`config.mk`:
```
export PLATFORM = sky130hd
export DESIGN_NAME = indexed_list_store
export DESIGN_NICKNAME = d
export VERILOG_FILES = /design/src/hw/rtl/ils_pkg.sv /design/src/hw/rtl/ils_ram.sv /design/src/hw/rtl/ils_ctrl.sv /design/src/hw/rtl/ils_datapath.sv /design/src/hw/rtl/indexed_list_store.sv
export SDC_FILE = /design/constraint.sdc
export NUM_CORES = 1
export LEC_CHECK = 0
export ABC_AREA = 1
export CAP_MARGIN = 20
export CORE_AREA = 2 2 251 253
export DETAILED_ROUTE_END_ITERATION = 6
export DIE_AREA = 0 0 253 255
export DONT_BUFFER_PORTS = 1
export PLACE_DENSITY = 0.73
export RECOVER_POWER = 100
export SYNTH_ARGS = -nofsm -noshare
export SYNTH_HDL_FRONTEND = slang
export SYNTH_HIERARCHICAL = 1
export SYNTH_SLANG_ARGS = --single-unit
```
`constraint.sdc`:
```
create_clock -name aclk -period 4.5 [get_ports aclk]
set_input_delay 0.9 -clock aclk [delete_from_list [all_inputs] [get_ports aclk]]
set_output_delay 0.9 -clock aclk [all_outputs]
set_load 0.01 [all_outputs]
```
`src/hw/rtl/ils_pkg.sv`:
```
`timescale 1ns / 1ps
`default_nettype none
// ----------------------------------------------------------------------------
// ils_pkg
// Shared types, codes and defaults for the indexed list store.
// ----------------------------------------------------------------------------
package ils_pkg;

    localparam int DEPTH_DEFAULT = 16;
    localparam int WIDTH_DEFAULT = 32;

    localparam int OP_W   = 3;
    localparam int POS_W  = 5;
    localparam int VAL_W  = 32;
    localparam int STAT_W = 2;
    localparam int CNT_W  = 5;

    localparam logic [OP_W-1:0] OP_ADD_FRONT = 3'd0;
    localparam logic [OP_W-1:0] OP_ADD_REAR  = 3'd1;
    localparam logic [OP_W-1:0] OP_REM_FRONT = 3'd2;
    localparam logic [OP_W-1:0] OP_REM_REAR  = 3'd3;
    localparam logic [OP_W-1:0] OP_INSERT_AT = 3'd4;
    localparam logic [OP_W-1:0] OP_REMOVE_AT = 3'd5;

    localparam logic [STAT_W-1:0] ST_OK        = 2'd0;
    localparam logic [STAT_W-1:0] ST_UNDERFLOW = 2'd1;
    localparam logic [STAT_W-1:0] ST_RANGE     = 2'd2;
    localparam logic [STAT_W-1:0] ST_FULL      = 2'd3;

    typedef enum logic [2:0] {
        REQ_NONE,
        REQ_ADD_FRONT,
        REQ_ADD_REAR,
        REQ_INS_MID,
        REQ_REM_FRONT,
        REQ_REM_REAR,
        REQ_REM_MID
    } req_kind_t;

    typedef enum logic [3:0] {
        S_IDLE,
        S_DECODE,
        S_WALK,
        S_FRONT_OUT,
        S_REAR_OUT,
        S_MID_VICTIM,
        S_MID_OUT,
        S_RELEASE,
        S_INS_NEXT,
        S_ALLOC,
        S_ADD_FRONT,
        S_ADD_REAR,
        S_INS_LINK,
        S_INS_PREV,
        S_RESULT
    } state_t;

    typedef enum logic [3:0] {
        ACT_NONE,
        ACT_LOAD,
        ACT_DECODE,
        ACT_WALK,
        ACT_FRONT_OUT,
        ACT_REAR_OUT,
        ACT_MID_VICTIM,
        ACT_MID_OUT,
        ACT_RELEASE,
        ACT_INS_NEXT,
        ACT_ALLOC,
        ACT_ADD_FRONT,
        ACT_ADD_REAR,
        ACT_INS_LINK,
        ACT_INS_PREV
    } action_t;

    typedef struct packed {
        action_t action;
        logic    out_load;
    } ctrl_cmd_t;

    typedef struct packed {
        req_kind_t kind;
        logic      walk_zero;
        logic      walk_last;
    } dp_status_t;

endpackage
`default_nettype wire

```
`src/hw/rtl/ils_ram.sv`:
```
`timescale 1ns / 1ps
`default_nettype none
// ----------------------------------------------------------------------------
// ils_ram
// Generic memory with one write port and one read port with registered data.
// ----------------------------------------------------------------------------
module ils_ram #(
    parameter int DATA_W = ils_pkg::WIDTH_DEFAULT,
    parameter int DEPTH  = ils_pkg::DEPTH_DEFAULT
) (
    input  wire logic                       aclk,
    input  wire logic                       we,
    input  wire logic [$clog2(DEPTH)-1:0]   waddr,
    input  wire logic [DATA_W-1:0]          wdata,
    input  wire logic                       re,
    input  wire logic [$clog2(DEPTH)-1:0]   raddr,
    output logic      [DATA_W-1:0]          rdata
);

    logic [DATA_W-1:0] mem_reg [DEPTH];

    always_ff @(posedge aclk) begin
        if (we) begin
            mem_reg[waddr] <= wdata;
        end
        if (re) begin
            rdata <= mem_reg[raddr];
        end
    end

endmodule
`default_nettype wire

```
`src/hw/rtl/ils_ctrl.sv`:
```
`timescale 1ns / 1ps
`default_nettype none
// ----------------------------------------------------------------------------
// ils_ctrl
// Request sequencer and result handshake for the indexed list store.
// ----------------------------------------------------------------------------
module ils_ctrl (
    input  wire logic               aclk,
    input  wire logic               aresetn,
    input  wire logic               s_valid,
    output logic                    s_ready,
    output logic                    m_valid,
    input  wire logic               m_ready,
    input  wire ils_pkg::dp_status_t sts,
    output ils_pkg::ctrl_cmd_t      cmd
);

    ils_pkg::state_t state_reg, state_next;
    ils_pkg::state_t after_walk;
    logic            m_valid_reg, m_valid_next;
    logic            out_free;

    assign out_free = !m_valid_reg || m_ready;

    always_comb begin
        case (sts.kind)
            ils_pkg::REQ_REM_REAR: after_walk = ils_pkg::S_REAR_OUT;
            ils_pkg::REQ_REM_MID:  after_walk = ils_pkg::S_MID_VICTIM;
            default:               after_walk = ils_pkg::S_INS_NEXT;
        endcase
    end

    always_comb begin
        state_next = state_reg;
        case (state_reg)
            ils_pkg::S_IDLE: begin
                if (s_valid) begin
                    state_next = ils_pkg::S_DECODE;
                end
            end
            ils_pkg::S_DECODE: begin
                case (sts.kind)
                    ils_pkg::REQ_ADD_FRONT, ils_pkg::REQ_ADD_REAR: begin
                        state_next = ils_pkg::S_ALLOC;
                    end
                    ils_pkg::REQ_REM_FRONT: state_next = ils_pkg::S_FRONT_OUT;
                    ils_pkg::REQ_REM_REAR, ils_pkg::REQ_REM_MID, ils_pkg::REQ_INS_MID: begin
                        state_next = sts.walk_zero ? after_walk : ils_pkg::S_WALK;
                    end
                    default: state_next = ils_pkg::S_RESULT;
                endcase
            end
            ils_pkg::S_WALK: begin
                if (sts.walk_last) begin
                    state_next = after_walk;
                end
            end
            ils_pkg::S_FRONT_OUT:  state_next = ils_pkg::S_RESULT;
            ils_pkg::S_REAR_OUT:   state_next = ils_pkg::S_RESULT;
            ils_pkg::S_MID_VICTIM: state_next = ils_pkg::S_MID_OUT;
            ils_pkg::S_MID_OUT:    state_next = ils_pkg::S_RELEASE;
            ils_pkg::S_RELEASE:    state_next = ils_pkg::S_RESULT;
            ils_pkg::S_INS_NEXT:   state_next = ils_pkg::S_ALLOC;
            ils_pkg::S_ALLOC: begin
                case (sts.kind)
                    ils_pkg::REQ_ADD_FRONT: state_next = ils_pkg::S_ADD_FRONT;
                    ils_pkg::REQ_ADD_REAR:  state_next = ils_pkg::S_ADD_REAR;
                    default:                state_next = ils_pkg::S_INS_LINK;
                endcase
            end
            ils_pkg::S_ADD_FRONT:  state_next = ils_pkg::S_RESULT;
            ils_pkg::S_ADD_REAR:   state_next = ils_pkg::S_RESULT;
            ils_pkg::S_INS_LINK:   state_next = ils_pkg::S_INS_PREV;
            ils_pkg::S_INS_PREV:   state_next = ils_pkg::S_RESULT;
            ils_pkg::S_RESULT: begin
                if (out_free) begin
                    state_next = ils_pkg::S_IDLE;
                end
            end
            default: state_next = ils_pkg::S_IDLE;
        endcase
    end

    always_comb begin
        cmd.action   = ils_pkg::ACT_NONE;
        cmd.out_load = 1'b0;
        s_ready      = 1'b0;
        case (state_reg)
            ils_pkg::S_IDLE: begin
                s_ready = 1'b1;
                if (s_valid) begin
                    cmd.action = ils_pkg::ACT_LOAD;
                end
            end
            ils_pkg::S_DECODE:     cmd.action = ils_pkg::ACT_DECODE;
            ils_pkg::S_WALK:       cmd.action = ils_pkg::ACT_WALK;
            ils_pkg::S_FRONT_OUT:  cmd.action = ils_pkg::ACT_FRONT_OUT;
            ils_pkg::S_REAR_OUT:   cmd.action = ils_pkg::ACT_REAR_OUT;
            ils_pkg::S_MID_VICTIM: cmd.action = ils_pkg::ACT_MID_VICTIM;
            ils_pkg::S_MID_OUT:    cmd.action = ils_pkg::ACT_MID_OUT;
            ils_pkg::S_RELEASE:    cmd.action = ils_pkg::ACT_RELEASE;
            ils_pkg::S_INS_NEXT:   cmd.action = ils_pkg::ACT_INS_NEXT;
            ils_pkg::S_ALLOC:      cmd.action = ils_pkg::ACT_ALLOC;
            ils_pkg::S_ADD_FRONT:  cmd.action = ils_pkg::ACT_ADD_FRONT;
            ils_pkg::S_ADD_REAR:   cmd.action = ils_pkg::ACT_ADD_REAR;
            ils_pkg::S_INS_LINK:   cmd.action = ils_pkg::ACT_INS_LINK;
            ils_pkg::S_INS_PREV:   cmd.action = ils_pkg::ACT_INS_PREV;
            ils_pkg::S_RESULT:     cmd.out_load = out_free;
            default:               cmd.action = ils_pkg::ACT_NONE;
        endcase
    end

    always_comb begin
        m_valid_next = m_valid_reg;
        if (state_reg == ils_pkg::S_RESULT && out_free) begin
            m_valid_next = 1'b1;
        end else if (m_ready) begin
            m_valid_next = 1'b0;
        end
    end

    always_ff @(posedge aclk) begin
        if (!aresetn) begin
            state_reg   <= ils_pkg::S_IDLE;
            m_valid_reg <= 1'b0;
        end else begin
            state_reg   <= state_next;
            m_valid_reg <= m_valid_next;
        end
    end

    assign m_valid = m_valid_reg;

endmodule
`default_nettype wire

```
`src/hw/rtl/ils_datapath.sv`:
```
`timescale 1ns / 1ps
`default_nettype none
// ----------------------------------------------------------------------------
// ils_datapath
// List pointers, free slot chain, link walker and result registers, with the
// element and link memories.
// ----------------------------------------------------------------------------
module ils_datapath #(
    parameter int DEPTH = ils_pkg::DEPTH_DEFAULT,
    parameter int WIDTH = ils_pkg::WIDTH_DEFAULT
) (
    input  wire logic                          aclk,
    input  wire logic                          aresetn,
    input  wire ils_pkg::ctrl_cmd_t            cmd,
    output ils_pkg::dp_status_t                sts,
    input  wire logic [ils_pkg::OP_W-1:0]      s_operation,
    input  wire logic [ils_pkg::POS_W-1:0]     s_position,
    input  wire logic [ils_pkg::VAL_W-1:0]     s_value,
    output logic      [ils_pkg::VAL_W-1:0]     m_removed_value,
    output logic      [ils_pkg::STAT_W-1:0]    m_status,
    output logic      [ils_pkg::CNT_W-1:0]     m_item_count
);

    localparam int AW  = $clog2(DEPTH);
    localparam int CW  = $clog2(DEPTH + 1);
    localparam int PW  = ((CW > ils_pkg::POS_W) ? CW : ils_pkg::POS_W) + 1;
    localparam int VXW = WIDTH + ils_pkg::VAL_W;
    localparam int NXW = CW + ils_pkg::CNT_W;

    logic [ils_pkg::OP_W-1:0]   op_reg, op_next;
    logic [ils_pkg::POS_W-1:0]  pos_reg, pos_next;
    logic [WIDTH-1:0]           val_reg, val_next;
    logic [AW-1:0]              head_reg, head_next;
    logic [AW-1:0]              tail_reg, tail_next;
    logic [AW-1:0]              free_head_reg, free_head_next;
    logic [CW-1:0]              count_reg, count_next;
    logic [CW-1:0]              fresh_reg, fresh_next;
    logic [AW-1:0]              cur_reg, cur_next;
    logic [AW-1:0]              victim_reg, victim_next;
    logic [AW-1:0]              nxt_reg, nxt_next;
    logic [AW-1:0]              new_slot_reg, new_slot_next;
    logic                       from_free_reg, from_free_next;
    logic [CW-1:0]              steps_reg, steps_next;
    logic [WIDTH-1:0]           removed_reg, removed_next;
    logic [ils_pkg::STAT_W-1:0] status_reg, status_next;

    logic [ils_pkg::VAL_W-1:0]  out_removed_reg;
    logic [ils_pkg::STAT_W-1:0] out_status_reg;
    logic [ils_pkg::CNT_W-1:0]  out_count_reg;

    logic [PW-1:0]              pos_x, cnt_x, walk_k;
    logic                       full;
    ils_pkg::req_kind_t         kind;
    logic [ils_pkg::STAT_W-1:0] dec_status;
    logic                       pop;
    logic [VXW-1:0]             s_value_x, removed_x;
    logic [NXW-1:0]             count_x;

    logic             link_we, link_re;
    logic [AW-1:0]    link_waddr, link_wdata, link_raddr, link_rdata;
    logic             elem_we, elem_re;
    logic [AW-1:0]    elem_waddr, elem_raddr;
    logic [WIDTH-1:0] elem_rdata;

    assign pos_x = PW'(pos_reg);
    assign cnt_x = PW'(count_reg);
    assign full  = (count_reg == CW'(DEPTH));

    always_comb begin
        kind       = ils_pkg::REQ_NONE;
        dec_status = ils_pkg::ST_OK;
        case (op_reg)
            ils_pkg::OP_ADD_FRONT: begin
                if (full) begin
                    dec_status = ils_pkg::ST_FULL;
                end else begin
                    kind = ils_pkg::REQ_ADD_FRONT;
                end
            end
            ils_pkg::OP_ADD_REAR: begin
                if (full) begin
                    dec_status = ils_pkg::ST_FULL;
                end else begin
                    kind = ils_pkg::REQ_ADD_REAR;
                end
            end
            ils_pkg::OP_REM_FRONT: begin
                if (count_reg == '0) begin
                    dec_status = ils_pkg::ST_UNDERFLOW;
                end else begin
                    kind = ils_pkg::REQ_REM_FRONT;
                end
            end
            ils_pkg::OP_REM_REAR: begin
                if (count_reg == '0) begin
                    dec_status = ils_pkg::ST_UNDERFLOW;
                end else if (count_reg == CW'(1)) begin
                    kind = ils_pkg::REQ_REM_FRONT;
                end else begin
                    kind = ils_pkg::REQ_REM_REAR;
                end
            end
            ils_pkg::OP_INSERT_AT: begin
                if (pos_reg == '0 || pos_x > cnt_x + PW'(1)) begin
                    dec_status = ils_pkg::ST_RANGE;
                end else if (full) begin
                    dec_status = ils_pkg::ST_FULL;
                end else if (pos_x == PW'(1)) begin
                    kind = ils_pkg::REQ_ADD_FRONT;
                end else if (pos_x == cnt_x + PW'(1)) begin
                    kind = ils_pkg::REQ_ADD_REAR;
                end else begin
                    kind = ils_pkg::REQ_INS_MID;
                end
            end
            ils_pkg::OP_REMOVE_AT: begin
                if (pos_reg == '0 || pos_x > cnt_x) begin
                    dec_status = ils_pkg::ST_RANGE;
                end else if (pos_x == PW'(1)) begin
                    kind = ils_pkg::REQ_REM_FRONT;
                end else if (pos_x == cnt_x) begin
                    kind = ils_pkg::REQ_REM_REAR;
                end else begin
                    kind = ils_pkg::REQ_REM_MID;
                end
            end
            default: begin
                kind       = ils_pkg::REQ_NONE;
                dec_status = ils_pkg::ST_OK;
            end
        endcase
    end

    assign walk_k = (kind == ils_pkg::REQ_REM_REAR) ? (cnt_x - PW'(2)) : (pos_x - PW'(2));

    assign sts.kind      = kind;
    assign sts.walk_zero = (walk_k == '0);
    assign sts.walk_last = (steps_reg == CW'(1));

    always_comb begin
        link_we    = 1'b0;
        link_waddr = cur_reg;
        link_wdata = free_head_reg;
        link_re    = 1'b0;
        link_raddr = head_reg;
        elem_re    = 1'b0;
        elem_raddr = head_reg;
        case (cmd.action)
            ils_pkg::ACT_DECODE: begin
                link_re    = 1'b1;
                elem_re    = 1'b1;
                elem_raddr = (kind == ils_pkg::REQ_REM_REAR) ? tail_reg : head_reg;
            end
            ils_pkg::ACT_WALK: begin
                link_re    = 1'b1;
                link_raddr = link_rdata;
            end
            ils_pkg::ACT_MID_VICTIM: begin
                link_re    = 1'b1;
                link_raddr = link_rdata;
                elem_re    = 1'b1;
                elem_raddr = link_rdata;
            end
            ils_pkg::ACT_ALLOC: begin
                link_re    = 1'b1;
                link_raddr = free_head_reg;
            end
            ils_pkg::ACT_FRONT_OUT: begin
                link_we = 1'b1;
            end
            ils_pkg::ACT_REAR_OUT: begin
                link_we    = 1'b1;
                link_waddr = tail_reg;
            end
            ils_pkg::ACT_MID_OUT: begin
                link_we    = 1'b1;
                link_wdata = link_rdata;
            end
            ils_pkg::ACT_RELEASE: begin
                link_we    = 1'b1;
                link_waddr = victim_reg;
            end
            ils_pkg::ACT_ADD_FRONT: begin
                link_we    = 1'b1;
                link_waddr = new_slot_reg;
                link_wdata = head_reg;
            end
            ils_pkg::ACT_ADD_REAR: begin
                link_we    = (count_reg != '0);
                link_waddr = tail_reg;
                link_wdata = new_slot_reg;
            end
            ils_pkg::ACT_INS_LINK: begin
                link_we    = 1'b1;
                link_waddr = new_slot_reg;
                link_wdata = nxt_reg;
            end
            ils_pkg::ACT_INS_PREV: begin
                link_we    = 1'b1;
                link_wdata = new_slot_reg;
            end
            default: begin
                link_we = 1'b0;
                link_re = 1'b0;
            end
        endcase
    end

    assign pop        = cmd.action inside {ils_pkg::ACT_ADD_FRONT, ils_pkg::ACT_ADD_REAR,
                                           ils_pkg::ACT_INS_LINK};
    assign elem_we    = pop;
    assign elem_waddr = new_slot_reg;
    assign s_value_x  = VXW'(s_value);

    always_comb begin
        op_next        = op_reg;
        pos_next       = pos_reg;
        val_next       = val_reg;
        head_next      = head_reg;
        tail_next      = tail_reg;
        free_head_next = free_head_reg;
        count_next     = count_reg;
        fresh_next     = fresh_reg;
        cur_next       = cur_reg;
        victim_next    = victim_reg;
        nxt_next       = nxt_reg;
        new_slot_next  = new_slot_reg;
        from_free_next = from_free_reg;
        steps_next     = steps_reg;
        removed_next   = removed_reg;
        status_next    = status_reg;
        case (cmd.action)
            ils_pkg::ACT_LOAD: begin
                op_next  = s_operation;
                pos_next = s_position;
                val_next = s_value_x[WIDTH-1:0];
            end
            ils_pkg::ACT_DECODE: begin
                status_next  = dec_status;
                removed_next = '0;
                cur_next     = head_reg;
                steps_next   = walk_k[CW-1:0];
            end
            ils_pkg::ACT_WALK: begin
                cur_next   = link_rdata;
                steps_next = steps_reg - CW'(1);
            end
            ils_pkg::ACT_FRONT_OUT: begin
                removed_next   = elem_rdata;
                free_head_next = cur_reg;
                count_next     = count_reg - CW'(1);
                if (count_reg != CW'(1)) begin
                    head_next = link_rdata;
                end
            end
            ils_pkg::ACT_REAR_OUT: begin
                removed_next   = elem_rdata;
                free_head_next = tail_reg;
                tail_next      = cur_reg;
                count_next     = count_reg - CW'(1);
            end
            ils_pkg::ACT_MID_VICTIM: begin
                victim_next = link_rdata;
            end
            ils_pkg::ACT_MID_OUT: begin
                removed_next = elem_rdata;
                count_next   = count_reg - CW'(1);
            end
            ils_pkg::ACT_RELEASE: begin
                free_head_next = victim_reg;
            end
            ils_pkg::ACT_INS_NEXT: begin
                nxt_next = link_rdata;
            end
            ils_pkg::ACT_ALLOC: begin
                from_free_next = (fresh_reg != count_reg);
                new_slot_next  = (fresh_reg != count_reg) ? free_head_reg : fresh_reg[AW-1:0];
            end
            ils_pkg::ACT_ADD_FRONT: begin
                head_next  = new_slot_reg;
                count_next = count_reg + CW'(1);
                if (count_reg == '0) begin
                    tail_next = new_slot_reg;
                end
            end
            ils_pkg::ACT_ADD_REAR: begin
                tail_next  = new_slot_reg;
                count_next = count_reg + CW'(1);
                if (count_reg == '0) begin
                    head_next = new_slot_reg;
                end
            end
            ils_pkg::ACT_INS_PREV: begin
                count_next = count_reg + CW'(1);
            end
            default: begin
                op_next = op_reg;
            end
        endcase
        if (pop) begin
            if (from_free_reg) begin
                free_head_next = link_rdata;
            end else begin
                fresh_next = fresh_reg + CW'(1);
            end
        end
    end

    always_ff @(posedge aclk) begin
        if (!aresetn) begin
            head_reg      <= '0;
            tail_reg      <= '0;
            free_head_reg <= '0;
            count_reg     <= '0;
            fresh_reg     <= '0;
        end else begin
            head_reg      <= head_next;
            tail_reg      <= tail_next;
            free_head_reg <= free_head_next;
            count_reg     <= count_next;
            fresh_reg     <= fresh_next;
        end
    end

    always_ff @(posedge aclk) begin
        op_reg        <= op_next;
        pos_reg       <= pos_next;
        val_reg       <= val_next;
        cur_reg       <= cur_next;
        victim_reg    <= victim_next;
        nxt_reg       <= nxt_next;
        new_slot_reg  <= new_slot_next;
        from_free_reg <= from_free_next;
        steps_reg     <= steps_next;
        removed_reg   <= removed_next;
        status_reg    <= status_next;
    end

    assign removed_x = VXW'(removed_reg);
    assign count_x   = NXW'(count_reg);

    always_ff @(posedge aclk) begin
        if (cmd.out_load) begin
            out_removed_reg <= removed_x[ils_pkg::VAL_W-1:0];
            out_status_reg  <= status_reg;
            out_count_reg   <= count_x[ils_pkg::CNT_W-1:0];
        end
    end

    assign m_removed_value = out_removed_reg;
    assign m_status        = out_status_reg;
    assign m_item_count    = out_count_reg;

    ils_ram #(
        .DATA_W (WIDTH),
        .DEPTH  (DEPTH)
    ) u_elem_ram (
        .aclk  (aclk),
        .we    (elem_we),
        .waddr (elem_waddr),
        .wdata (val_reg),
        .re    (elem_re),
        .raddr (elem_raddr),
        .rdata (elem_rdata)
    );

    ils_ram #(
        .DATA_W (AW),
        .DEPTH  (DEPTH)
    ) u_link_ram (
        .aclk  (aclk),
        .we    (link_we),
        .waddr (link_waddr),
        .wdata (link_wdata),
        .re    (link_re),
        .raddr (link_raddr),
        .rdata (link_rdata)
    );

endmodule
`default_nettype wire

```
`src/hw/rtl/indexed_list_store.sv`:
```
`timescale 1ns / 1ps
`default_nettype none
// ----------------------------------------------------------------------------
// indexed_list_store
// Bounded ordered list kept as a singly linked chain of slots in memory.
//
//   Channel   Direction   Ports
//   request   in          s_valid, s_ready, s_operation, s_position, s_value
//   result    out         m_valid, m_ready, m_removed_value, m_status,
//                         m_item_count
//
// One request is in work at a time. A rejected request or an unused code goes from
// decode straight to the result; a rear or middle removal and a middle insert may
// first walk the links one slot per cycle. Synchronous reset (aresetn low) empties
// the list at once. A result that waits in the output register does not block the
// next request, whose result waits for it.
// ----------------------------------------------------------------------------
module indexed_list_store #(
    parameter int DEPTH = ils_pkg::DEPTH_DEFAULT,
    parameter int WIDTH = ils_pkg::WIDTH_DEFAULT
) (
    input  wire logic                          aclk,
    input  wire logic                          aresetn,
    input  wire logic                          s_valid,
    output logic                               s_ready,
    input  wire logic [ils_pkg::OP_W-1:0]      s_operation,
    input  wire logic [ils_pkg::POS_W-1:0]     s_position,
    input  wire logic [ils_pkg::VAL_W-1:0]     s_value,
    output logic                               m_valid,
    input  wire logic                          m_ready,
    output logic      [ils_pkg::VAL_W-1:0]     m_removed_value,
    output logic      [ils_pkg::STAT_W-1:0]    m_status,
    output logic      [ils_pkg::CNT_W-1:0]     m_item_count
);

    localparam int CNT_W = ils_pkg::CNT_W;
    localparam logic [CNT_W-1:0] FULL_COUNT = CNT_W'(DEPTH);

    ils_pkg::ctrl_cmd_t  cmd;
    ils_pkg::dp_status_t sts;

    ils_ctrl u_ctrl (
        .aclk    (aclk),
        .aresetn (aresetn),
        .s_valid (s_valid),
        .s_ready (s_ready),
        .m_valid (m_valid),
        .m_ready (m_ready),
        .sts     (sts),
        .cmd     (cmd)
    );

    ils_datapath #(
        .DEPTH (DEPTH),
        .WIDTH (WIDTH)
    ) u_datapath (
        .aclk            (aclk),
        .aresetn         (aresetn),
        .cmd             (cmd),
        .sts             (sts),
        .s_operation     (s_operation),
        .s_position      (s_position),
        .s_value         (s_value),
        .m_removed_value (m_removed_value),
        .m_status        (m_status),
        .m_item_count    (m_item_count)
    );

    a_accept_decodes: assert property (@(posedge aclk) disable iff (!aresetn)
        (s_valid && s_ready) |=> (cmd.action == ils_pkg::ACT_DECODE) && !s_ready)
        else $error("accepted request was not decoded in the next cycle");

    a_fail_no_value: assert property (@(posedge aclk) disable iff (!aresetn)
        (m_valid && m_status != ils_pkg::ST_OK) |-> (m_removed_value == '0))
        else $error("failed request returned a nonzero removed value");

    a_underflow_empty: assert property (@(posedge aclk) disable iff (!aresetn)
        (m_valid && m_status == ils_pkg::ST_UNDERFLOW) |-> (m_item_count == '0))
        else $error("underflow reported while elements are held");

    a_full_count: assert property (@(posedge aclk) disable iff (!aresetn)
        (m_valid && m_status == ils_pkg::ST_FULL) |-> (m_item_count == FULL_COUNT))
        else $error("full reported with a count below capacity");

endmodule
`default_nettype wire

```
### After elaboration in Yosys (flattened, before gate mapping)

Memories as Yosys holds them, arrays and structs flattened. A register that Yosys moved wholly into a read port is not among the register bits.
Index checks and enable logic that the tools add are counted.

* register bits: 162
* bits in latches: 0
* RAM bits: 576
* memory bits (read-only): 0
* bits of input ports: 44
* output and inout bits: 41
* logic and storage cells: 179
* memories: 2

* $add $sub $neg: 7
* multipliers: 0
* divide/modulo/power cells: 0
* order comparisons: 2
* equality and inequality tests: 53
* shifts and indexed selects: 0
* multiplexer cells: 57
* bitwise logic cells: 1
* reduce and logical (&&, ||, !) cells: 36

Memories
* u_datapath.u_elem_ram.mem_reg: words 16, bits a word 32, read ports 1, clocked after Yosys merged registers in 1, write ports 1, RTL line ils_ram.sv:20 `logic [DATA_W-1:0] mem_reg [DEPTH];`
* u_datapath.u_link_ram.mem_reg: words 16, bits a word 4, read ports 1, clocked after Yosys merged registers in 1, write ports 1, RTL line ils_ram.sv:20

Operators with widths (number)
* $pmux 32 s2: 1
* $pmux 4 s3: 5
* $eq 4x4->1 const B: 14
* $pmux 4 s14: 1
* $mux 4: 10
* $pmux 4 s10: 1
* $eq 4x3->1 const B: 8
* $pmux 4 s2: 4
* $mux 3: 7
* $pmux 5 s2: 2
* $pmux 3 s6: 1
* $eq 4x2->1 const B: 4
* $pmux 4 s4: 1
* $reduce_or 2->1: 8
* $eq 3x3->1 const B: 5
* $eq 5x1->1 const B: 3
* $mux 1: 15
* $eq 3x2->1 const B: 4
* $sub 5x2->6 const B: 2
* $add 5x1->5 const B: 2
* $logic_not 5->1: 2
* $mux 2: 5
* $sub 5x1->5 const B: 2
* $reduce_bool 3->1: 3
* other kinds (31): 46

### Depth between registers and ports, before layout

* word-level depth: 13
* depth in mapped cells: 29

### Modules after synthesis

The synthesis kept the hierarchy.

By module, submodules not included
* ils_ram (u_datapath.u_elem_ram): times used 1, cells an instance 2120, area an instance 23050.9 um^2, sequential area each 16335.7 um^2
* ils_datapath: times used 1, cells an instance 657, area an instance 7005.5 um^2, sequential area each 4494.3 um^2
* ils_ram (u_datapath.u_link_ram): times used 1, cells an instance 290, area an instance 3006.6 um^2, sequential area each 2042.0 um^2
* ils_ctrl: times used 1, cells an instance 113, area an instance 630.6 um^2, sequential area each 100.1 um^2

### Least setup slack after synthesis

OpenSTA, ideal clock, no wires.

* path kind: input to register
* start point: input port s_valid
* end point: register u_datapath.u_elem_ram.rdata[11], read port of u_datapath.u_elem_ram.mem_reg, data pin
* library setup time: 0.254 ns
* data arrival time: 4.044 ns
* data required time: 4.246 ns
* slack: 0.203 ns
* stages: 15
* cells stage by stage: nand2_1 -> o2111ai_1 -> nor2_1 -> inv_1 -> nor2_1 -> o221ai_1 -> buf_6 -> inv_4 -> buf_6 -> buf_6 -> nand2_1 -> nand3_1 -> nand3_1 -> nand3_1 -> nand2_1

RTL lines
* start, declared: RTL line indexed_list_store.sv:24 `input wire logic s_valid,`
* end, declared: RTL line ils_ram.sv:17 `output logic [DATA_W-1:0] rdata`

==> results.toml <==
[status]
status = "finished, violations left"
violations = "capacitance limit, slew limit"

[logic_synthesis]
synth_area_um2 = 33700
syn_nets = 3241
ys_ff_latch = 774
syn_avg_cell_area_um2 = 10.6
ys.flop_type = "edfxtp_1"
yosys_warnings = 6
syn_inst = 3180
synthTopCellsByArea = "edfxtp_1 67%, nand2_1 10%, nand3_1 6.9%"
synth_top_area_cell = "edfxtp_1"
synth_top_area_share = 0.666
async_reset_ff_frac = 0
yosys-top-cells-count = "901 x nand2_1, 747 x edfxtp_1, 561 x inv_1, 463 x nand3_1, 130 x nor2_1"
yosysSeqAreaShare = 0.682
yosysMostFrequentCell = "nand2_1"
ys_types = 52
synth_edf_count = 747

[clocking]
clock_latency_ns = 0.64
cts-root-buf = "clkbuf_16"
clk_pin_slew_worst_paths_ns = 0.06
cts_tree = "yes"
clockBufferDepth = 3
cts-buffers-inserted = 81
post-cts-setup-buffers = 0
h-tree-depth = 3
clock_sinks = 774

[die]
chipHeight_um = 255
io-pin-count = 85
start_util = 0.542
core-area_um2 = 62200
die_x_um = 253
die-area_um2 = 64500
num_rows = 92

[detailed_routing]
avgRoutedWirePerCell_um = 19.2
wl_um = 78000
antenna_left = 0
dr.pass1.iters = 6
drc = 0
drt-initial-drc-count = 2410
via_per_inst = 5.43
via_count = 22000

[timing]
fin_setup_tns_ns = 0
post-route-period-util = 0.946
setup_viol = 0
finalWorstSetupSlack_ns = 0.244
worst_slew_pin_slew_ns = 2.06
final.min_clock_period_ns = 4.26
finClkSkew_ns = 0.0228
finalMaxSlewViolations = 46
slew_headroom = -0.380
hold_viol = 0
rsz0062_at_grt = "no"
max_freq_mhz = 235

[cells_and_area]
antenna_cells = 0
postLayoutCoreUtil = 0.597
syn2layout_area_growth_pct = 10.2
largest_register_ffs = 512
nets = 3256
drive_gt1_frac = 0.0699

[worst_setup_path]
cp_max_fo = 26
crit_buf_inv = 3
cpLargestDelayFamily = "simple AND/OR/NAND/NOR gates"
worstSetupStartpointType = "flip-flop"
cpMaxStageDelayCell = "nor2_1"
crit_required_ns = 4.78
worstSetupPathType = "reg -> reg"
crit_chain = "inv_1, nor2_1, inv_1, o22ai_1, nand2_1, o21ai_0, nand3b_1, nor2_1, buf_6"
cp.arrival_ns = 4.54
cpPeakStageDelay_ns = 0.78
worstSetupEndpointType = "flip-flop"

[global_route]
grt_pass1_wl_um = 121000
first_global_vias = 21400
grt-ovfl-total = 0
grt_start_max_net_pins = 76
track_usage = 0.247
antenna_found_initial = 2

[power_and_ir_drop]
ir_drop_v = 0.000462
p_per_area_nw_per_um2 = 692
power.total_uw = 25700
p_leak_uw = 0.0153

[place]
preCtsSetupSlack_ns = 0.422
dp_hpwl_um = 43500
numPortBuffers = 0
gp_congestion = 0.914

[run]
drv_cap = 2

[min_path]
hold_path_class = "in -> reg"
==> worst paths after layout <==
path	slack, ns	start	endpoint	depth (start not counted)
max	0.24	u_ctrl/state_reg[2]	u_datapath/u_elem_ram/mem_reg[8][24]	9
min	0.36	s_value[15]	u_datapath/val_reg[15]	0
max reg2reg	0.24	u_ctrl/state_reg[2]	u_datapath/u_elem_ram/mem_reg[8][24]	9
min reg2reg	0.42	u_datapath/removed_reg[7]	u_datapath/m_removed_value[7]	0
==> metal layers <==
metal | GRT usage | wire, um | vias up
li1 | - | - | 10500
met1 | 0.333 | 32100 | 10500
met2 | 0.406 | 37400 | 923
met3 | 0.0418 | 6130 | 180
met4 | 0.0899 | 2330 | 2
met5 | 0 | 13 | -
==> final cells by class <==
cell class | instances | area, um2
sequential | 774 | 23000
clock inverter | 47 | 467
clock buffer | 102 | 2140
inverter | 582 | 2210
timing repair buffer | 58 | 572
multi-input combinational | 1698 | 7760
fill | 4885 | 25000
tap | 799 | 1000
==> stage by stage <==
step	cell area, um2	hold WS (ns)	cells
6_report	37100	0.355	4060
5_1_grt	37100	0.324	4060
4_1_cts	37300	0.320	4060
3_5_place_dp	34700	0.405	3911
3_3_place_gp	34700	0.404	3911
2_1_floorplan	33700	0.400	3180
==> cells in the final DEF (no fill, tap or decap), drive strengths merged <==
cell type / synthesis / layout
a22oi: 1 / 1
o2111ai: 3 / 3
nand2: 914 / 914
a221oi: 11 / 11
o31ai: 2 / 2
inv: 579 / 581
o211ai: 7 / 7
ha: 17 / 17
nor2: 138 / 138
a211oi: 2 / 2
a32o: 1 / 1
nand3b: 4 / 4
clkinv: 3 / 38
nand4: 11 / 11
a21oi: 31 / 31
o2bb2ai: 1 / 1
a21boi: 1 / 1
o22ai: 8 / 8
dfxtp: 27 / 27
clkbuf: 19 / 127
a31oi: 6 / 6
xnor2: 2 / 2
bufinv: 0 / 6
edfxtp: 747 / 747
clkinvlp: 0 / 4
nor3b: 1 / 1
nand3: 466 / 466
o221ai: 2 / 2
xor2: 8 / 8
buf: 107 / 33
nor4: 1 / 1
nor3: 14 / 14
o21ai: 46 / 46
==> where the power goes <==
part | switching [uW] | internal, uW | total, uW
Sequential | 959 | 9930 | 10900
Clock | 2750 | 3740 | 6490
Combinational | 5930 | 2360 | 8290
Total | 9640 | 16000 | 25700
==> kinds of logic (layout without fill, tap and decap cells) <==
| kind of cell | Yosys count | in the layout | share of synthesized area |
|---|---|---|---|
| compound gates | 122 | 122 | 0.0228 |
| xor+xnor | 10 | 10 | 0.00260 |
| fa+ha+maj | 17 | 17 | 0.00631 |
| buf+inv | 708 | 789 | 0.0908 |
| flops | 774 | 774 | 0.682 |
| simple gates | 1549 | 1549 | 0.196 |
==> what timing repair did <==
| action | in CTS | in global routing |
|---|---|---|
| setup endpoints to repair | 0 | 1 |
| hold buffers | 0 | 0 |
| gates resized for setup | 0 | 1 |
Note: power is estimated with default switching activity, not from simulation.
